File: config.mk
export PLATFORM = sky130hd
export DESIGN_NAME = websocket_frame_deframer
export DESIGN_NICKNAME = d
export VERILOG_FILES = /design/src/hw/rtl/wsfd_pkg.sv /design/src/hw/rtl/wsfd_parser.sv /design/src/hw/rtl/wsfd_out_buf.sv /design/src/hw/rtl/websocket_frame_deframer.sv
export VERILOG_INCLUDE_DIRS = /design/src /design/src/hw/rtl
export SDC_FILE = /design/constraint.sdc
export NUM_CORES = 1
export LEC_CHECK = 0
export BUFFER_PORTS_ARGS = -buffer_cell sky130_fd_sc_hd__buf_2
export CAP_MARGIN = 20
export CORE_MARGIN = 8
export CORE_UTILIZATION = 30
export DETAILED_ROUTE_END_ITERATION = 6
export SETUP_SLACK_MARGIN = 0.2
export SLEW_MARGIN = 20
export SYNTH_ARGS = -nofsm -noshare
export SYNTH_HDL_FRONTEND = slang
export SYNTH_SLANG_ARGS = --single-unit
File: constraint.sdc
create_clock -name clk -period 7.72 [get_ports clk]
set_clock_uncertainty 0.15 [all_clocks]
set_input_delay 0.386 -clock clk [delete_from_list [all_inputs] [get_ports clk]]
set_output_delay 0.386 -clock clk [all_outputs]
set_load 0.1 [all_outputs]
File: src/hw/rtl/websocket_frame_deframer_assert.svh
// Assertion macros shared by the frame deframer RTL.
`ifndef WEBSOCKET_FRAME_DEFRAMER_ASSERT_SVH
`define WEBSOCKET_FRAME_DEFRAMER_ASSERT_SVH

`ifndef ASSERT_OFF
// Checked on every clock edge outside reset.
`define WSFD_ASSERT(lbl, prop, msg) \
  lbl: assert property (@(posedge clk) disable iff (!rst_n) prop) else $error(msg);
// Checked on every clock edge, reset included.
`define WSFD_ASSERT_ALWAYS(lbl, prop, msg) \
  lbl: assert property (@(posedge clk) prop) else $error(msg);
`else
`define WSFD_ASSERT(lbl, prop, msg)
`define WSFD_ASSERT_ALWAYS(lbl, prop, msg)
`endif

`endif

File: src/hw/rtl/wsfd_pkg.sv
// Shared types, constants and helpers for the frame deframer.
package wsfd_pkg;

  localparam int unsigned MAX_PAYLOAD_W = 21;
  localparam logic [MAX_PAYLOAD_W-1:0] MAX_PAYLOAD_RST = 21'd65536;

  localparam logic [2:0] KIND_TEXT   = 3'd0;
  localparam logic [2:0] KIND_BINARY = 3'd1;
  localparam logic [2:0] KIND_PING   = 3'd2;
  localparam logic [2:0] KIND_CLOSE  = 3'd3;
  localparam logic [2:0] KIND_ERROR  = 3'd4;

  localparam logic CAUSE_UNMASKED  = 1'b0;
  localparam logic CAUSE_TOO_LONG  = 1'b1;

  localparam logic [3:0] OP_TEXT   = 4'h1;
  localparam logic [3:0] OP_BINARY = 4'h2;
  localparam logic [3:0] OP_CLOSE  = 4'h8;
  localparam logic [3:0] OP_PING   = 4'h9;

  localparam logic [6:0] LEN_EXT16 = 7'd126;
  localparam logic [6:0] LEN_EXT64 = 7'd127;

  typedef struct packed {
    logic [2:0] kind;
    logic       error_cause;
    logic [7:0] data_byte;
    logic       has_data;
    logic       last;
  } res_t;

  typedef struct packed {
    logic       deliver;
    logic [2:0] kind;
  } data_kind_t;

  function automatic data_kind_t data_kind(input logic [3:0] op);
    data_kind_t dk;
    dk.deliver = 1'b1;
    dk.kind    = KIND_TEXT;
    case (op)
      OP_TEXT:   dk.kind = KIND_TEXT;
      OP_BINARY: dk.kind = KIND_BINARY;
      OP_PING:   dk.kind = KIND_PING;
      default:   dk.deliver = 1'b0;
    endcase
    return dk;
  endfunction

endpackage

File: src/hw/rtl/wsfd_parser.sv
// Frame header, length, mask key and payload parser: one byte per step.
`include "websocket_frame_deframer_assert.svh"
module wsfd_parser (
  input  logic                               clk,
  input  logic                               rst_n,
  input  logic                               cfg_we,
  input  logic [wsfd_pkg::MAX_PAYLOAD_W-1:0] cfg_data,
  input  logic                               step,
  input  logic [7:0]                         rx_byte,
  output logic                               res_vld,
  output wsfd_pkg::res_t                     res
);
  import wsfd_pkg::*;

  typedef enum logic [2:0] {
    PH_HDR0, PH_HDR1, PH_EXTLEN, PH_MASK, PH_PAYLOAD, PH_HALT
  } phase_t;

  phase_t                   phase_r, phase_nxt;
  logic [3:0]               opcode_r, opcode_nxt;
  logic                     mask_seen_r, mask_seen_nxt;
  logic [3:0]               left_r, left_nxt;
  logic [63:0]              rem_r, rem_nxt;
  logic [31:0]              key_r, key_nxt;
  logic [1:0]               pos_r, pos_nxt;
  logic [MAX_PAYLOAD_W-1:0] max_r;

  data_kind_t dk;
  logic       too_long;
  logic       fin;
  logic [7:0] key_byte;

  assign dk       = data_kind(opcode_r);
  assign too_long = (|rem_r[63:MAX_PAYLOAD_W]) || (rem_r[MAX_PAYLOAD_W-1:0] > max_r);
  assign fin      = (rem_r == 64'd1);

  always_comb begin
    case (pos_r)
      2'd0:    key_byte = key_r[31:24];
      2'd1:    key_byte = key_r[23:16];
      2'd2:    key_byte = key_r[15:8];
      default: key_byte = key_r[7:0];
    endcase
  end

  always_comb begin
    phase_nxt     = phase_r;
    opcode_nxt    = opcode_r;
    mask_seen_nxt = mask_seen_r;
    left_nxt      = left_r;
    rem_nxt       = rem_r;
    key_nxt       = key_r;
    pos_nxt       = pos_r;
    res_vld       = 1'b0;
    res           = '0;
    if (step) begin
      case (phase_r)
        PH_HDR0: begin
          opcode_nxt = rx_byte[3:0];
          phase_nxt  = PH_HDR1;
        end
        PH_HDR1: begin
          mask_seen_nxt = rx_byte[7];
          rem_nxt       = '0;
          if (rx_byte[6:0] == LEN_EXT16) begin
            left_nxt  = 4'd2;
            phase_nxt = PH_EXTLEN;
          end else if (rx_byte[6:0] == LEN_EXT64) begin
            left_nxt  = 4'd8;
            phase_nxt = PH_EXTLEN;
          end else begin
            rem_nxt = {57'd0, rx_byte[6:0]};
            if (!rx_byte[7]) begin
              res_vld         = 1'b1;
              res.kind        = KIND_ERROR;
              res.error_cause = CAUSE_UNMASKED;
              res.last        = 1'b1;
              phase_nxt       = PH_HALT;
            end else begin
              pos_nxt   = '0;
              key_nxt   = '0;
              phase_nxt = PH_MASK;
            end
          end
        end
        PH_EXTLEN: begin
          rem_nxt  = {rem_r[55:0], rx_byte};
          left_nxt = left_r - 4'd1;
          if (left_r == 4'd1) begin
            if (!mask_seen_r) begin
              res_vld         = 1'b1;
              res.kind        = KIND_ERROR;
              res.error_cause = CAUSE_UNMASKED;
              res.last        = 1'b1;
              phase_nxt       = PH_HALT;
            end else begin
              pos_nxt   = '0;
              key_nxt   = '0;
              phase_nxt = PH_MASK;
            end
          end
        end
        PH_MASK: begin
          key_nxt = {key_r[23:0], rx_byte};
          pos_nxt = pos_r + 2'd1;
          if (pos_r == 2'd3) begin
            if (too_long) begin
              res_vld         = 1'b1;
              res.kind        = KIND_ERROR;
              res.error_cause = CAUSE_TOO_LONG;
              res.last        = 1'b1;
              phase_nxt       = PH_HALT;
            end else if (rem_r == 64'd0) begin
              phase_nxt = PH_HDR0;
              if (opcode_r == OP_CLOSE) begin
                res_vld   = 1'b1;
                res.kind  = KIND_CLOSE;
                res.last  = 1'b1;
                phase_nxt = PH_HALT;
              end else if (dk.deliver) begin
                res_vld  = 1'b1;
                res.kind = dk.kind;
                res.last = 1'b1;
              end
            end else begin
              phase_nxt = PH_PAYLOAD;
            end
          end
        end
        PH_PAYLOAD: begin
          pos_nxt = pos_r + 2'd1;
          rem_nxt = rem_r - 64'd1;
          if (fin) begin
            phase_nxt = PH_HDR0;
          end
          if (opcode_r == OP_CLOSE) begin
            if (fin) begin
              res_vld   = 1'b1;
              res.kind  = KIND_CLOSE;
              res.last  = 1'b1;
              phase_nxt = PH_HALT;
            end
          end else if (dk.deliver) begin
            res_vld       = 1'b1;
            res.kind      = dk.kind;
            res.data_byte = rx_byte ^ key_byte;
            res.has_data  = 1'b1;
            res.last      = fin;
          end
        end
        default: begin
          phase_nxt = PH_HALT;
        end
      endcase
    end
  end

  always_ff @(posedge clk) begin
    if (!rst_n) begin
      phase_r     <= PH_HDR0;
      opcode_r    <= '0;
      mask_seen_r <= 1'b0;
      left_r      <= '0;
      rem_r       <= '0;
      key_r       <= '0;
      pos_r       <= '0;
      max_r       <= MAX_PAYLOAD_RST;
    end else begin
      phase_r     <= phase_nxt;
      opcode_r    <= opcode_nxt;
      mask_seen_r <= mask_seen_nxt;
      left_r      <= left_nxt;
      rem_r       <= rem_nxt;
      key_r       <= key_nxt;
      pos_r       <= pos_nxt;
      if (cfg_we) begin
        max_r <= cfg_data;
      end
    end
  end

  `WSFD_ASSERT(a_stop_after_final_event,
    res_vld && (res.kind == KIND_ERROR || res.kind == KIND_CLOSE) |=> phase_r == PH_HALT,
    "close or error item did not stop the parser")
  `WSFD_ASSERT(a_halt_is_silent, phase_r == PH_HALT |-> !res_vld,
    "item produced while stopped")
  `WSFD_ASSERT(a_data_only_in_payload, res_vld && res.has_data |-> phase_r == PH_PAYLOAD,
    "data item outside payload")

endmodule

File: src/hw/rtl/wsfd_out_buf.sv
// Two-entry output buffer between the parser and the result channel.
`include "websocket_frame_deframer_assert.svh"
module wsfd_out_buf (
  input  logic           clk,
  input  logic           rst_n,
  input  logic           push,
  input  wsfd_pkg::res_t push_data,
  output logic           room,
  output logic           head_vld,
  output wsfd_pkg::res_t head,
  input  logic           pop_rdy
);
  import wsfd_pkg::*;

  logic h_v_r, h_v_nxt;
  logic t_v_r, t_v_nxt;
  res_t h_r, h_nxt;
  res_t t_r, t_nxt;
  logic pop;

  assign pop      = h_v_r && pop_rdy;
  assign room     = !t_v_r;
  assign head_vld = h_v_r;
  assign head     = h_r;

  always_comb begin
    h_v_nxt = h_v_r;
    t_v_nxt = t_v_r;
    h_nxt   = h_r;
    t_nxt   = t_r;
    if (pop) begin
      h_v_nxt = t_v_r;
      h_nxt   = t_r;
      t_v_nxt = 1'b0;
    end
    if (push) begin
      if (!h_v_nxt) begin
        h_v_nxt = 1'b1;
        h_nxt   = push_data;
      end else begin
        t_v_nxt = 1'b1;
        t_nxt   = push_data;
      end
    end
  end

  always_ff @(posedge clk) begin
    if (!rst_n) begin
      h_v_r <= 1'b0;
      t_v_r <= 1'b0;
    end else begin
      h_v_r <= h_v_nxt;
      t_v_r <= t_v_nxt;
    end
    h_r <= h_nxt;
    t_r <= t_nxt;
  end

  `WSFD_ASSERT_ALWAYS(a_tail_needs_head, t_v_r |-> h_v_r,
    "tail entry held without a head entry")
  `WSFD_ASSERT(a_no_push_when_full, push |-> !t_v_r,
    "item pushed into a full buffer")
  `WSFD_ASSERT(a_push_behind_stalled_head, push && h_v_r && !pop |=> t_v_r,
    "item lost behind a stalled head")

endmodule

File: src/hw/rtl/websocket_frame_deframer.sv
// Top level of the byte-serial WebSocket client frame deframer.
// Usage:
//   in_valid/in_ready/in_rx_byte: one byte of the client-to-server stream per item.
//   out_valid/out_ready/out_*: result items (payload bytes, close, error events).
//   cfg_valid/cfg_ready/cfg_data: writes max_payload; write only while idle.
// Results: a result is registered in the output buffer before it appears on
//   out_*. Bytes that cause no result simply update the parser state.
// Throughput: one byte per cycle while in_ready is high: while the two-entry output
//   buffer has a free entry, so one stalled result does not hold up the input;
//   with out_ready low for two results, input is held until one is taken.
// Reset (rst_n low, synchronous): parser expects a first header byte,
//   max_payload returns to 65536 and the output buffer empties; in_ready and
//   cfg_ready are low while rst_n is low.
// After a close or an error result the block ignores all further bytes
//   (still accepting them) until the next reset.
module websocket_frame_deframer (
  input  logic                               clk,
  input  logic                               rst_n,
  input  logic                               in_valid,
  output logic                               in_ready,
  input  logic [7:0]                         in_rx_byte,
  output logic                               out_valid,
  input  logic                               out_ready,
  output logic [2:0]                         out_kind,
  output logic                               out_error_cause,
  output logic [7:0]                         out_data_byte,
  output logic                               out_has_data,
  output logic                               out_last,
  input  logic                               cfg_valid,
  output logic                               cfg_ready,
  input  logic [wsfd_pkg::MAX_PAYLOAD_W-1:0] cfg_data
);
  import wsfd_pkg::*;

  logic step;
  logic res_vld;
  res_t res;
  res_t head;
  logic room;

  assign cfg_ready = rst_n;
  assign in_ready  = rst_n && room;
  assign step      = in_valid && in_ready;

  wsfd_parser u_parser (
    .clk     (clk),
    .rst_n   (rst_n),
    .cfg_we  (cfg_valid && cfg_ready),
    .cfg_data(cfg_data),
    .step    (step),
    .rx_byte (in_rx_byte),
    .res_vld (res_vld),
    .res     (res)
  );

  wsfd_out_buf u_out_buf (
    .clk      (clk),
    .rst_n    (rst_n),
    .push     (res_vld),
    .push_data(res),
    .room     (room),
    .head_vld (out_valid),
    .head     (head),
    .pop_rdy  (out_ready)
  );

  assign out_kind        = head.kind;
  assign out_error_cause = head.error_cause;
  assign out_data_byte   = head.data_byte;
  assign out_has_data    = head.has_data;
  assign out_last        = head.last;

endmodule
# Yosys cells after proc, flatten, opt, wreduce, memory -nomap -nowiden
# Index checks and enable logic that the tools add are counted.
[classes]
order_cmp = 1
n_addsub = 3
reduce_logical = 24
eq_ne = 22
bitwise_logic = 1
muxes = 77
[ops]
columns = ["cell", "n"]
rows = [
  ["64-bit case mux with 3 select lines", 1],
  ["32-bit two-way mux", 5],
  ["32-bit case mux with 3 select lines", 1],
  ["64-bit by 1-bit equality test with 1-bit output (second input constant)", 1],
  ["64-bit zero test", 1],
  ["64-bit two-way mux", 1],
  ["64-bit by 1-bit subtractor with 64-bit output (second input constant)", 1],
  ["14-bit two-way mux", 4],
  ["3-bit two-way mux", 15],
  ["43-bit OR reduction", 1],
  ["4-bit two-way mux", 8],
  ["8-bit case mux with 3 select lines", 1],
  ["21-bit greater-than comparator", 1],
  ["1-bit two-way mux", 21],
  ["9-bit two-way mux", 2],
  ["2-bit two-way mux", 8],
  ["3-bit case mux with 5 select lines", 1],
  ["7-bit equality test (second input constant)", 2],
  ["7-bit AND reduction", 2],
  ["3-bit case mux with 4 select lines", 1],
  ["10-bit two-way mux", 1],
  ["3-bit nonzero test", 3],
  ["4-bit by 1-bit equality test with 1-bit output (second input constant)", 2],
  ["4-bit equality test (second input constant)", 2],
  ["other kinds (28)", 42],
]
[word_totals]
wordCells = 148
output_inout_bits = 17
register_bits = 161

# Logic depth before layout (Yosys ltp)
# Gate-level depths: netlist of run 1.
[logic_depth]
word_depth = 12
ltp_mapped = 10
mapped_depth_nobuf = 9

# Modules after synthesis
# From an unflattened synthesis of run 1, not the netlist that was laid out.
[unflattened]
cells_unflattened = 1137
area_unflattened_um2 = 9308.9
[by_module_without_submodules]
columns = ["mod", "cells_each", "area_per_inst_um2", "n_inst"]
rows = [
  ["wsfd_parser", 1062, 8102.8, 1],
  ["wsfd_out_buf", 71, 1178.6, 1],
  ["websocket_frame_deframer", 4, 27.5, 1],
]

# Least setup slack after synthesis of run 1
# No wires, ideal clock.
[synth_path]
kind = "input -> register"
startpoint = "input rst_n"
endpoint = "register u_out_buf.t_r[0] (netlist bit) (enable)"
arrival_ps = 3754
setup_slack_ps = 3432
required_ps = 7186
setup_ps = 384
cell_stages = 7
cell_sequence = "clkbuf_1 > nor2b_1 > nand2_1 > clkbuf_1 > nor3_1 > o31ai_1 > nor2_1"
[synth_between]
elab_chain_cells = 4
[synth_lines]
columns = ["item", "line_no", "text"]
rows = [
  ["from (decl)", "websocket_frame_deframer.sv:18", "input logic rst_n,"],
  ["1-bit logical AND", "websocket_frame_deframer.sv:42", "assign in_ready = rst_n && room;"],
  ["net in_ready", "websocket_frame_deframer.sv:20", "output logic in_ready,"],
  ["1-bit logical AND", "websocket_frame_deframer.sv:43", "assign step = in_valid && in_ready;"],
  ["1-bit two-way mux", "wsfd_parser.sv:56", "if (step) begin"],
  ["2-bit AND reduction (no source line)", "n/a", ""],
  ["to (signal assigned)", "wsfd_out_buf.sv:56", "t_r <= t_nxt;"],
  ["to (decl)", "wsfd_out_buf.sv:18", "res_t t_r, t_nxt;"],
]
# The timed path passes the listed nets, and every way through them passes these cells.
# A chain may end at the register's enable or synchronous reset.

==> impl_metrics.py, run 1 <==
metrics = {
    "synthesis": {
        "synth_nets": 1217,
        "netlist.area_leader.share_pct": 32.3,
        "synth-seq-cells": 161,
        "synth_cells": 1154,
        "synth-main-ff-cell": "dfxtp_1",
        "seq_area_frac_synth_pct": 36.9,
        "yosys.area.top_type": "dfxtp_1",
        "yosys-top-cells-area": "dfxtp_1 32%, a21oi_1 6.7%, nand2_1 5.3%, nor2_1 4.7%, edfxtp_1 4.6%",
        "synth.distinct_cells": 67,
        "synth.most_common_cell": "dfxtp_1",
        "synth.avg_cell_area_sq_um": 7.89,
        "synth_commonest_cells": "147 x dfxtp_1, 128 x nand2_1, 122 x a21oi_1, 115 x nor2_1, 79 x o21ai_0",
        "syn_area_sq_um": 9110,
        "synth_edf_count": 14,
        "ys_async_sr_fraction_pct": 0,
        "yosysWarnings": 0,
    },
    "grt": {
        "overflow": 0,
        "grtUsageTotal_pct": 14.8,
        "grt_pass1_wl_um": 43800,
        "antenna_found_initial": 0,
        "grt_max_degree": 93,
        "first_global_vias": 8218,
    },
    "power_and_ir_drop": {
        "power_density_nw_per_um2": 224,
        "leakage_nw": 3.79,
        "max-vdd-ir-drop_mv": 0.154,
        "p_total_mw": 2.29,
    },
    "detailed_routing": {
        "initialDrtViolationCount": 901,
        "via_count": 8617,
        "routed_wl_um": 26700,
        "vias_per_cell": 5.53,
        "antenna_left": 0,
        "remaining_drc_errors": 0,
        "drt_pre_antenna_iters": 7,
        "wire_per_inst_um": 17.1,
    },
    "sta": {
        "hold_viol_final": 0,
        "setup_viol": 0,
        "final_max_slew_viol_count": 0,
        "max_freq_mhz": 259,
        "max-slew-margin-rel_pct": 28.8,
        "finalSetupTns_ns": 0,
        "min_period_ns": 3.86,
        "rsz0062_at_grt": "false",
        "fin_crit_sh_pct": 50.0,
        "worst_pin_slew_ns": 1.06,
    },
    "setup_path": {
        "worstPathRequired_ns": 7.90,
        "critPathArrivalTime_ns": 4.04,
        "worst_setup_path_end_kind": "flip-flop",
        "setup.worst_path.start_class": "flip-flop",
        "crit_chain": "ha_1, nand3_1, o21bai_1, a311oi_1, o41ai_1, a21boi_2, o311ai_4, mux2_2",
        "crit_path_top_delay_cell": "o41ai_1",
        "critPathMaxStageDelay_ns": 0.90,
        "cp_max_fo": 14,
        "worstSetupPathType": "reg -> reg",
    },
    "clock_network": {
        "cts_setup_buffers": 0,
        "cts_made_buffers": 17,
        "clk_pin_slew_worst_paths_ns": 0.08,
        "cts_hold_buffers": 0,
        "cts_sinks": 161,
        "ctsResizeCount": 0,
        "cts_tree": "built",
        "htreeDepth": 4,
        "clockRootBuffer": "clkbuf_16",
        "cts_max_path_buffers": 2,
        "clk_latency_ns": 0.44,
    },
    "final_layout": {
        "post-route-util_pct": 34.4,
        "n_antenna_cell": 0,
        "fin_nets": 1218,
        "design_area_sq_um": 10200,
        "fill_cells": 3149,
        "syn2layout_area_growth_pct": 12.5,
        "layout-drive-gt1-share_pct": 12.1,
    },
    "die": {
        "chipWidth_um": 190,
        "chipHeight_um": 190,
        "ios": 51,
        "core.rowCount": 63,
        "die-area_sq_um": 36200,
        "initial_core_util_pct": 30.6,
        "fp.coreArea_sq_um": 29800,
    },
    "place": {
        "dpl.hpwl_um": 18100,
        "place.port_buffers": 50,
        "postPlaceCellArea_sq_um": 9650,
        "gp_congestion": 0.869,
    },
    "run_status": {
        "run_status": "complete, no violations",
    },
    "min_path": {
        "hp-class": "in -> reg",
    },
    "job": {
        "cap_violations": 0,
    },
}
==> through the flow <==
step	instances	setup WS, ns	hold WS (ns)
3_3_place_gp	1526	3.74	0.288
2_1_floorplan	1154	3.43	0.281
5_1_grt	1558	3.60	0.0305
4_1_cts	1558	3.57	0.00956
6_report	1558	3.86	0.0220
3_5_place_dp	1526	3.60	0.295
==> final timing paths <==
check        depth (start not counted)               start            endpoint  slack [ns]
max                                  8   u_parser.rem_r[4]   u_out_buf.head[2]        3.86
min                                  3        cfg_data[10]  u_parser.max_r[10]        0.02
max reg2reg                          8   u_parser.rem_r[4]   u_out_buf.head[2]        3.86
min reg2reg                          2  u_parser.key_r[25]  u_parser.key_r[25]        0.30
==> worst max-delay path: cells and delay by family (launching register included) <==
family,cells,cell delay (ns)
compound gates,5,2.24
fa+ha+maj,1,0.32
flops,1,0.50
mux,1,0.41
simple gates,1,0.12
==> layout by cell type, fill, tap and decap left out, types with 29 or more instances in the layout <==
master   synthesis  layout
a21oi_1        122     122
buf_2            0      50
dfxtp_1        147     147
ha_1            29      29
inv_1           34      34
nand2_1        128     127
nand3_1         63      63
nor2_1         115     111
nor3_1          41      41
nor4_1          32      31
o21ai_0         79      79
==> registers in the layout (all words and copies together), names as in the netlist <==
name and cells:
u_parser.left_r 4, u_parser.mask_seen_r 1, u_parser.key_r 32, u_out_buf.head 14
u_parser.pos_r 2, u_out_buf.t_v_r 1, u_parser.rem_r 64, u_parser.max_r 21
u_out_buf.head_vld 1, u_out_buf.t_r 14, u_parser.opcode_r 4, u_parser.phase_r 3
==> area by class of cell <==
| class | count | area, sq um | share of cell area, % |
|---|---|---|---|
| clock buffers | 17 | 425 | 4.15 |
| repair buffers | 62 | 340 | 3.32 |
| clock inverters | 15 | 166 | 1.62 |
| well taps | 390 | 488 | 4.76 |
| inverters | 35 | 133 | 1.29 |
| multi-input cells | 878 | 5330 | 52.0 |
| flip-flops and latches | 161 | 3360 | 32.8 |
==> metal layers <==
layer  wire length, um  vias up  global-route usage [%]
li1                  -     4213                       -
met1             12400     4036                    20.2
met2             12000      324                    22.8
met3              1680       44                    2.69
met4               542        0                    5.55
met5                 0        -                       0
==> power by group <==
part	internal (mW)	switching, mW
sequential	0.870	0.0261
combinational	0.167	0.377
clock	0.435	0.416
total	1.47	0.819
==> logic make-up (layout without fill, tap and decap cells) <==
kind of cell	after synthesis	count (layout)	share of synthesized area, %
simple gates	465	465	24.6
fa+ha+maj	29	29	3.98
compound gates	314	314	21.4
xor+xnor	19	19	1.83
mux	51	51	6.24
flops	161	161	36.9
buf+inv	115	129	4.99
Note: power is estimated with default switching activity, not from simulation.
==> inputs of run 2 (changes only) <==
==> constraint.sdc (replaced) <==
create_clock -name clk -period 3.7 [get_ports clk]
set_clock_uncertainty 0.15 [all_clocks]
set_input_delay 0.185 -clock clk [delete_from_list [all_inputs] [get_ports clk]]
set_output_delay 0.185 -clock clk [all_outputs]
set_load 0.1 [all_outputs]
==> impl_metrics.py, run 2 (synthesis results as in run 1) <==
metrics = {
    "detailed_routing": {
        "antenna_left": 0,
        "wire_per_inst_um": 16.9,
        "drt_pre_antenna_iters": 6,
        "initialDrtViolationCount": 948,
        "vias_per_cell": 5.49,
        "remaining_drc_errors": 0,
        "routed_wl_um": 27200,
        "via_count": 8807,
    },
    "sta": {
        "hold_viol_final": 0,
        "setup_viol": 0,
        "rsz0062_at_grt": "false",
        "final_max_slew_viol_count": 0,
        "max-slew-margin-rel_pct": 41.8,
        "finalSetupTns_ns": 0,
        "holdWs_ns": 0.110,
        "setup_ws_ns": 0.378,
        "worst_pin_slew_ns": 0.870,
        "fin_crit_sh_pct": 89.8,
        "min_period_ns": 3.32,
        "max_freq_mhz": 301,
    },
    "final_layout": {
        "fin_nets": 1265,
        "layout-drive-gt1-share_pct": 13.1,
        "design_area_sq_um": 10700,
        "final_common_cell": "dfxtp_1",
        "post-route-util_pct": 35.8,
        "final_cell_mix": "147 x dfxtp_1, 127 x nand2_1, 122 x a21oi_1, 112 x nor2_1, 79 x o21ai_0",
        "n_antenna_cell": 0,
        "largestRegisters": "u_parser.rem_r: 64 flops, u_parser.key_r: 32 flops, u_parser.max_r: 21 flops",
        "regMostFlops": "u_parser.rem_r",
        "largest_reg_flops": 64,
        "syn2layout_area_growth_pct": 17.1,
        "fill_cells": 3156,
        "instances_no_fill": 1605,
    },
    "setup_path": {
        "worst_setup_path_end_kind": "flip-flop",
        "worstSetupPathType": "reg -> reg",
        "worstPathRequired_ns": 3.87,
        "setup.worst_path.start_class": "flip-flop",
        "cp_max_fo": 14,
        "critPathArrivalTime_ns": 3.49,
    },
    "place": {
        "post-place-ws_ns": 0.321,
        "dpl.hpwl_um": 18500,
        "dp_cells": 1544,
        "gp_congestion": 0.866,
        "postPlaceCellArea_sq_um": 9820,
        "place.port_buffers": 50,
    },
    "clock_network": {
        "cts_max_path_buffers": 2,
        "htreeDepth": 4,
        "clk_pin_slew_worst_paths_ns": 0.07,
        "cts_tree": "built",
        "cts_sinks": 161,
        "cts_made_buffers": 17,
        "clockRootBuffer": "clkbuf_16",
        "clk_latency_ns": 0.43,
        "cts_setup_buffers": 0,
    },
    "grt": {
        "grt_max_degree": 77,
        "grt_pass1_wl_um": 44700,
        "overflow": 0,
        "first_global_vias": 8428,
        "grtUsageTotal_pct": 14.9,
        "antenna_found_initial": 0,
    },
    "job": {
        "cap_violations": 0,
    },
    "power_and_ir_drop": {
        "p_sw_share_pct": 34.9,
        "max-vdd-ir-drop_mv": 0.253,
        "power_density_nw_per_um2": 442,
        "p_clk_share_pct": 35.0,
        "seq_power_share_pct": 39.7,
        "p_switching_mw": 1.65,
        "leakage_nw": 3.98,
        "combinationalPowerShare_pct": 25.3,
        "p_int_mw": 3.07,
        "p_total_mw": 4.72,
    },
    "die": {
        "die-area_sq_um": 36200,
        "chipHeight_um": 190,
        "initial_core_util_pct": 30.6,
        "core.rowCount": 63,
        "fp.coreArea_sq_um": 29800,
        "chipWidth_um": 190,
        "ios": 51,
    },
    "min_path": {
        "hp-class": "in -> reg",
    },
    "run_status": {
        "run_status": "complete, no violations",
    },
}
==> run 2: power groups by stage <==
stage / Sequential (mW) / Combinational, mW / Clock, mW
floorplan: 2.10 / 0.648 / 0
global placement: 1.91 / 1.15 / 0
detailed placement: 1.91 / 1.15 / 0
CTS: 1.87 / 1.18 / 1.70
global route: 1.88 / 1.28 / 1.78
finish: 1.87 / 1.19 / 1.65
==> run 2: cell type report <==
cell class | count | area, sq um | area share (%)
Clock inverter | 14 | 108 | 1.01
Timing Repair Buffer | 109 | 791 | 7.42
Tap cell | 390 | 488 | 4.58
Sequential cell | 161 | 3360 | 31.5
Clock buffer | 18 | 429 | 4.02
Inverter | 35 | 133 | 1.24
Multi-Input combinational cell | 878 | 5350 | 50.2
==> run 2: timing repair <==
action	4_1_cts	5_1_grt
hold buffers	29	0
gates resized for setup	0	3
endpoints found under the setup margin	0	25
hold endpoints to repair	34	0
==> run 2: layer usage <==
metal | up-vias | global-route usage [%] | part of all wire, %
met4 | 0 | 5.13 | 1.7
met2 | 265 | 23.6 | 45
met1 | 4189 | 20.4 | 49
li1 | 4310 | - | -
met5 | - | 0 | 0
met3 | 43 | 2.29 | 4.7
==> run 2: worst paths after layout <==
path | cells after the start | start | slack [ns] | to
setup / recovery | 8 | u_parser.rem_r[26] | 0.38 | u_out_buf.head[3]
hold / removal | 3 | rst_n | 0.11 | u_parser.max_r[16]
setup reg to reg | 8 | u_parser.rem_r[26] | 0.38 | u_out_buf.head[3]
hold reg to reg | 2 | u_parser.key_r[29] | 0.30 | u_parser.key_r[29]
==> run 2: worst max-delay path: stages, from the launching register on <==
cell and delay [ns]:
dfxtp_1 0.39, or4_4 0.57, or4_4 0.46, nor4_4 0.30
o2111a_2 0.29, a21boi_2 0.11, o311ai_4 0.28, buf_4 0.30
mux2_2 0.36
==> inputs of run 3 (changes only) <==
--- a/config.mk
+++ b/config.mk
@@ -11,6 +11,7 @@
 export CORE_MARGIN = 8
 export CORE_UTILIZATION = 30
 export DETAILED_ROUTE_END_ITERATION = 6
+export RECOVER_POWER = 25
 export SETUP_SLACK_MARGIN = 0.2
 export SLEW_MARGIN = 20
 export SYNTH_ARGS = -nofsm -noshare
==> impl_metrics.py, run 3 (synthesis results as in run 1) <==
metrics = {
    "grt": {
        "grt_pass1_wl_um": 44700,
        "met1_usage_pct": 20.4,
        "grt_util_met2_pct": 23.6,
        "overflow": 0,
        "first_global_vias": 8428,
        "grtUsageTotal_pct": 14.9,
        "grt.met3_usage_pct": 2.29,
        "busiest_layer": "met2",
        "grt_max_degree": 77,
        "antenna_found_initial": 0,
    },
    "die": {
        "ios": 51,
        "chipWidth_um": 190,
        "chipHeight_um": 190,
        "initial_core_util_pct": 30.6,
        "fp.coreArea_sq_um": 29800,
        "die-area_sq_um": 36200,
        "core.rowCount": 63,
    },
    "detailed_routing": {
        "remaining_drc_errors": 0,
        "antenna_left": 0,
        "via_count": 8798,
        "vias_per_cell": 5.48,
        "wire_per_inst_um": 17.0,
        "initialDrtViolationCount": 946,
        "routed_wl_um": 27300,
        "drt_pre_antenna_iters": 6,
    },
    "setup_path": {
        "cp_max_fo": 14,
        "critPathMaxStageDelay_ns": 0.57,
        "crit_path_start": "u_parser.rem_r[26]",
        "r2r_setup_slack_ns": 0.37,
        "worstSetupEndpoint": "u_out_buf.head[3]",
        "reg2reg_depth": 8,
        "critPathArrivalTime_ns": 3.49,
        "rr_endpoint": "u_out_buf.head[3]",
        "setup.worst_path.start_class": "flip-flop",
        "crit_path_top_delay_cell": "or4_4",
        "crit_chain": "or4_4, or4_4, nor4_4, o2111a_2, a21boi_2, o311ai_4, buf_4, mux2_2",
        "worstPathRequired_ns": 3.87,
        "cp_common_cell": "or4_4",
        "worst_setup_path_end_kind": "flip-flop",
        "worstSetupPathType": "reg -> reg",
        "r2r-start": "u_parser.rem_r[26]",
    },
    "sta": {
        "final_max_slew_viol_count": 78,
        "hold_viol_final": 0,
        "setup_viol": 0,
        "max_freq_mhz": 301,
        "min_period_ns": 3.33,
        "max-slew-margin-rel_pct": -5.20,
        "fin_crit_sh_pct": 89.9,
        "rsz0062_at_grt": "false",
        "worst_pin_slew_ns": 1.58,
        "finalSetupTns_ns": 0,
    },
    "clock_network": {
        "cts_setup_buffers": 0,
        "cts_made_buffers": 17,
        "cts_max_path_buffers": 2,
        "cts_sinks": 161,
        "clockRootBuffer": "clkbuf_16",
        "clk_pin_slew_worst_paths_ns": 0.07,
        "clk_latency_ns": 0.43,
        "htreeDepth": 4,
        "cts_tree": "built",
    },
    "final_layout": {
        "syn2layout_area_growth_pct": 16.6,
        "final_cell_mix": "147 x dfxtp_1, 127 x nand2_1, 122 x a21oi_1, 112 x nor2_1, 79 x o21ai_0",
        "n_antenna_cell": 0,
        "final_common_cell": "dfxtp_1",
        "instances_no_fill": 1605,
        "layout-drive-gt1-share_pct": 11.6,
        "regMostFlops": "u_parser.rem_r",
        "largest_reg_flops": 64,
        "largestRegisters": "u_parser.rem_r: 64 flops, u_parser.key_r: 32 flops, u_parser.max_r: 21 flops",
        "fin_nets": 1265,
    },
    "power_and_ir_drop": {
        "max-vdd-ir-drop_mv": 0.250,
        "p_total_mw": 4.71,
        "power_density_nw_per_um2": 443,
        "leakage_nw": 3.90,
    },
    "place": {
        "place.port_buffers": 50,
        "dp_cells": 1544,
        "gp_congestion": 0.866,
        "dpl.hpwl_um": 18500,
    },
    "run_status": {
        "run_status": "complete, but fails checks",
        "violations": "capacitance limit, slew limit",
    },
    "job": {
        "cap_violations": 2,
    },
    "min_path": {
        "hp-class": "in -> reg",
    },
}
run 3: cell type report:
class	instances	area, sq um
fill	3165	19200
multi-input combinational	878	5350
sequential	161	3360
timing repair buffer	109	751
tap	390	488
clock buffer	18	429
inverter	35	133
clock inverter	14	108
run 3: repair_timing:
action | in CTS | in global routing
gates resized for setup | 0 | 3
hold buffers | 29 | 0
setup endpoints to repair | 0 | 25
hold endpoints to repair | 34 | 0
run 3: per-layer routing:
layer  part of all wire (%)  up-vias
li1                       -     4314
met1                     48     4117
met2                     45      320
met3                    5.6       47
met4                    1.7        0
met5                      0        -
run 3: power breakdown:
group | internal, mW | total, mW | switching [mW]
Combinational | 0.376 | 1.19 | 0.811
Sequential | 1.82 | 1.87 | 0.0552
Clock | 0.868 | 1.65 | 0.783
Total | 3.06 | 4.71 | 1.65
run 3: worst min path at each step:
| stage | startpoint | end | depth (start not counted) |
|---|---|---|---|
| after CTS | rst_n | u_parser.max_r[16] | 3 |
| after floorplan | cfg_data[16] | u_parser.max_r[16] | 2 |
| final | rst_n | u_parser.max_r[16] | 3 |
| after detailed placement | cfg_data[13] | u_parser.max_r[13] | 3 |
| after global routing | rst_n | u_parser.max_r[16] | 3 |
| after global placement | cfg_data[15] | u_parser.max_r[15] | 3 |
run 3: stage by stage:
step                      instance area, sq um  worst slack, ns  util (%)  hold slack, ns
after floorplan                           9110            0.282         -           0.173
after global placement                    9820            0.408      33.0           0.270
after detailed placement                  9820            0.321      33.0           0.277
after CTS                                10600            0.301      35.7          0.0901
after global routing                     10600            0.207      35.7           0.104
final                                    10600            0.374      35.7          0.0981
run 3: worst max-delay path: cells and delay by family (launching register included):
family,cells,cell delay (ns)
flip-flops,1,0.39
buffers and inverters,1,0.29
multiplexers,1,0.36
AO/OA/AOI/OAI,3,0.68
AND/OR/NAND/NOR,3,1.32
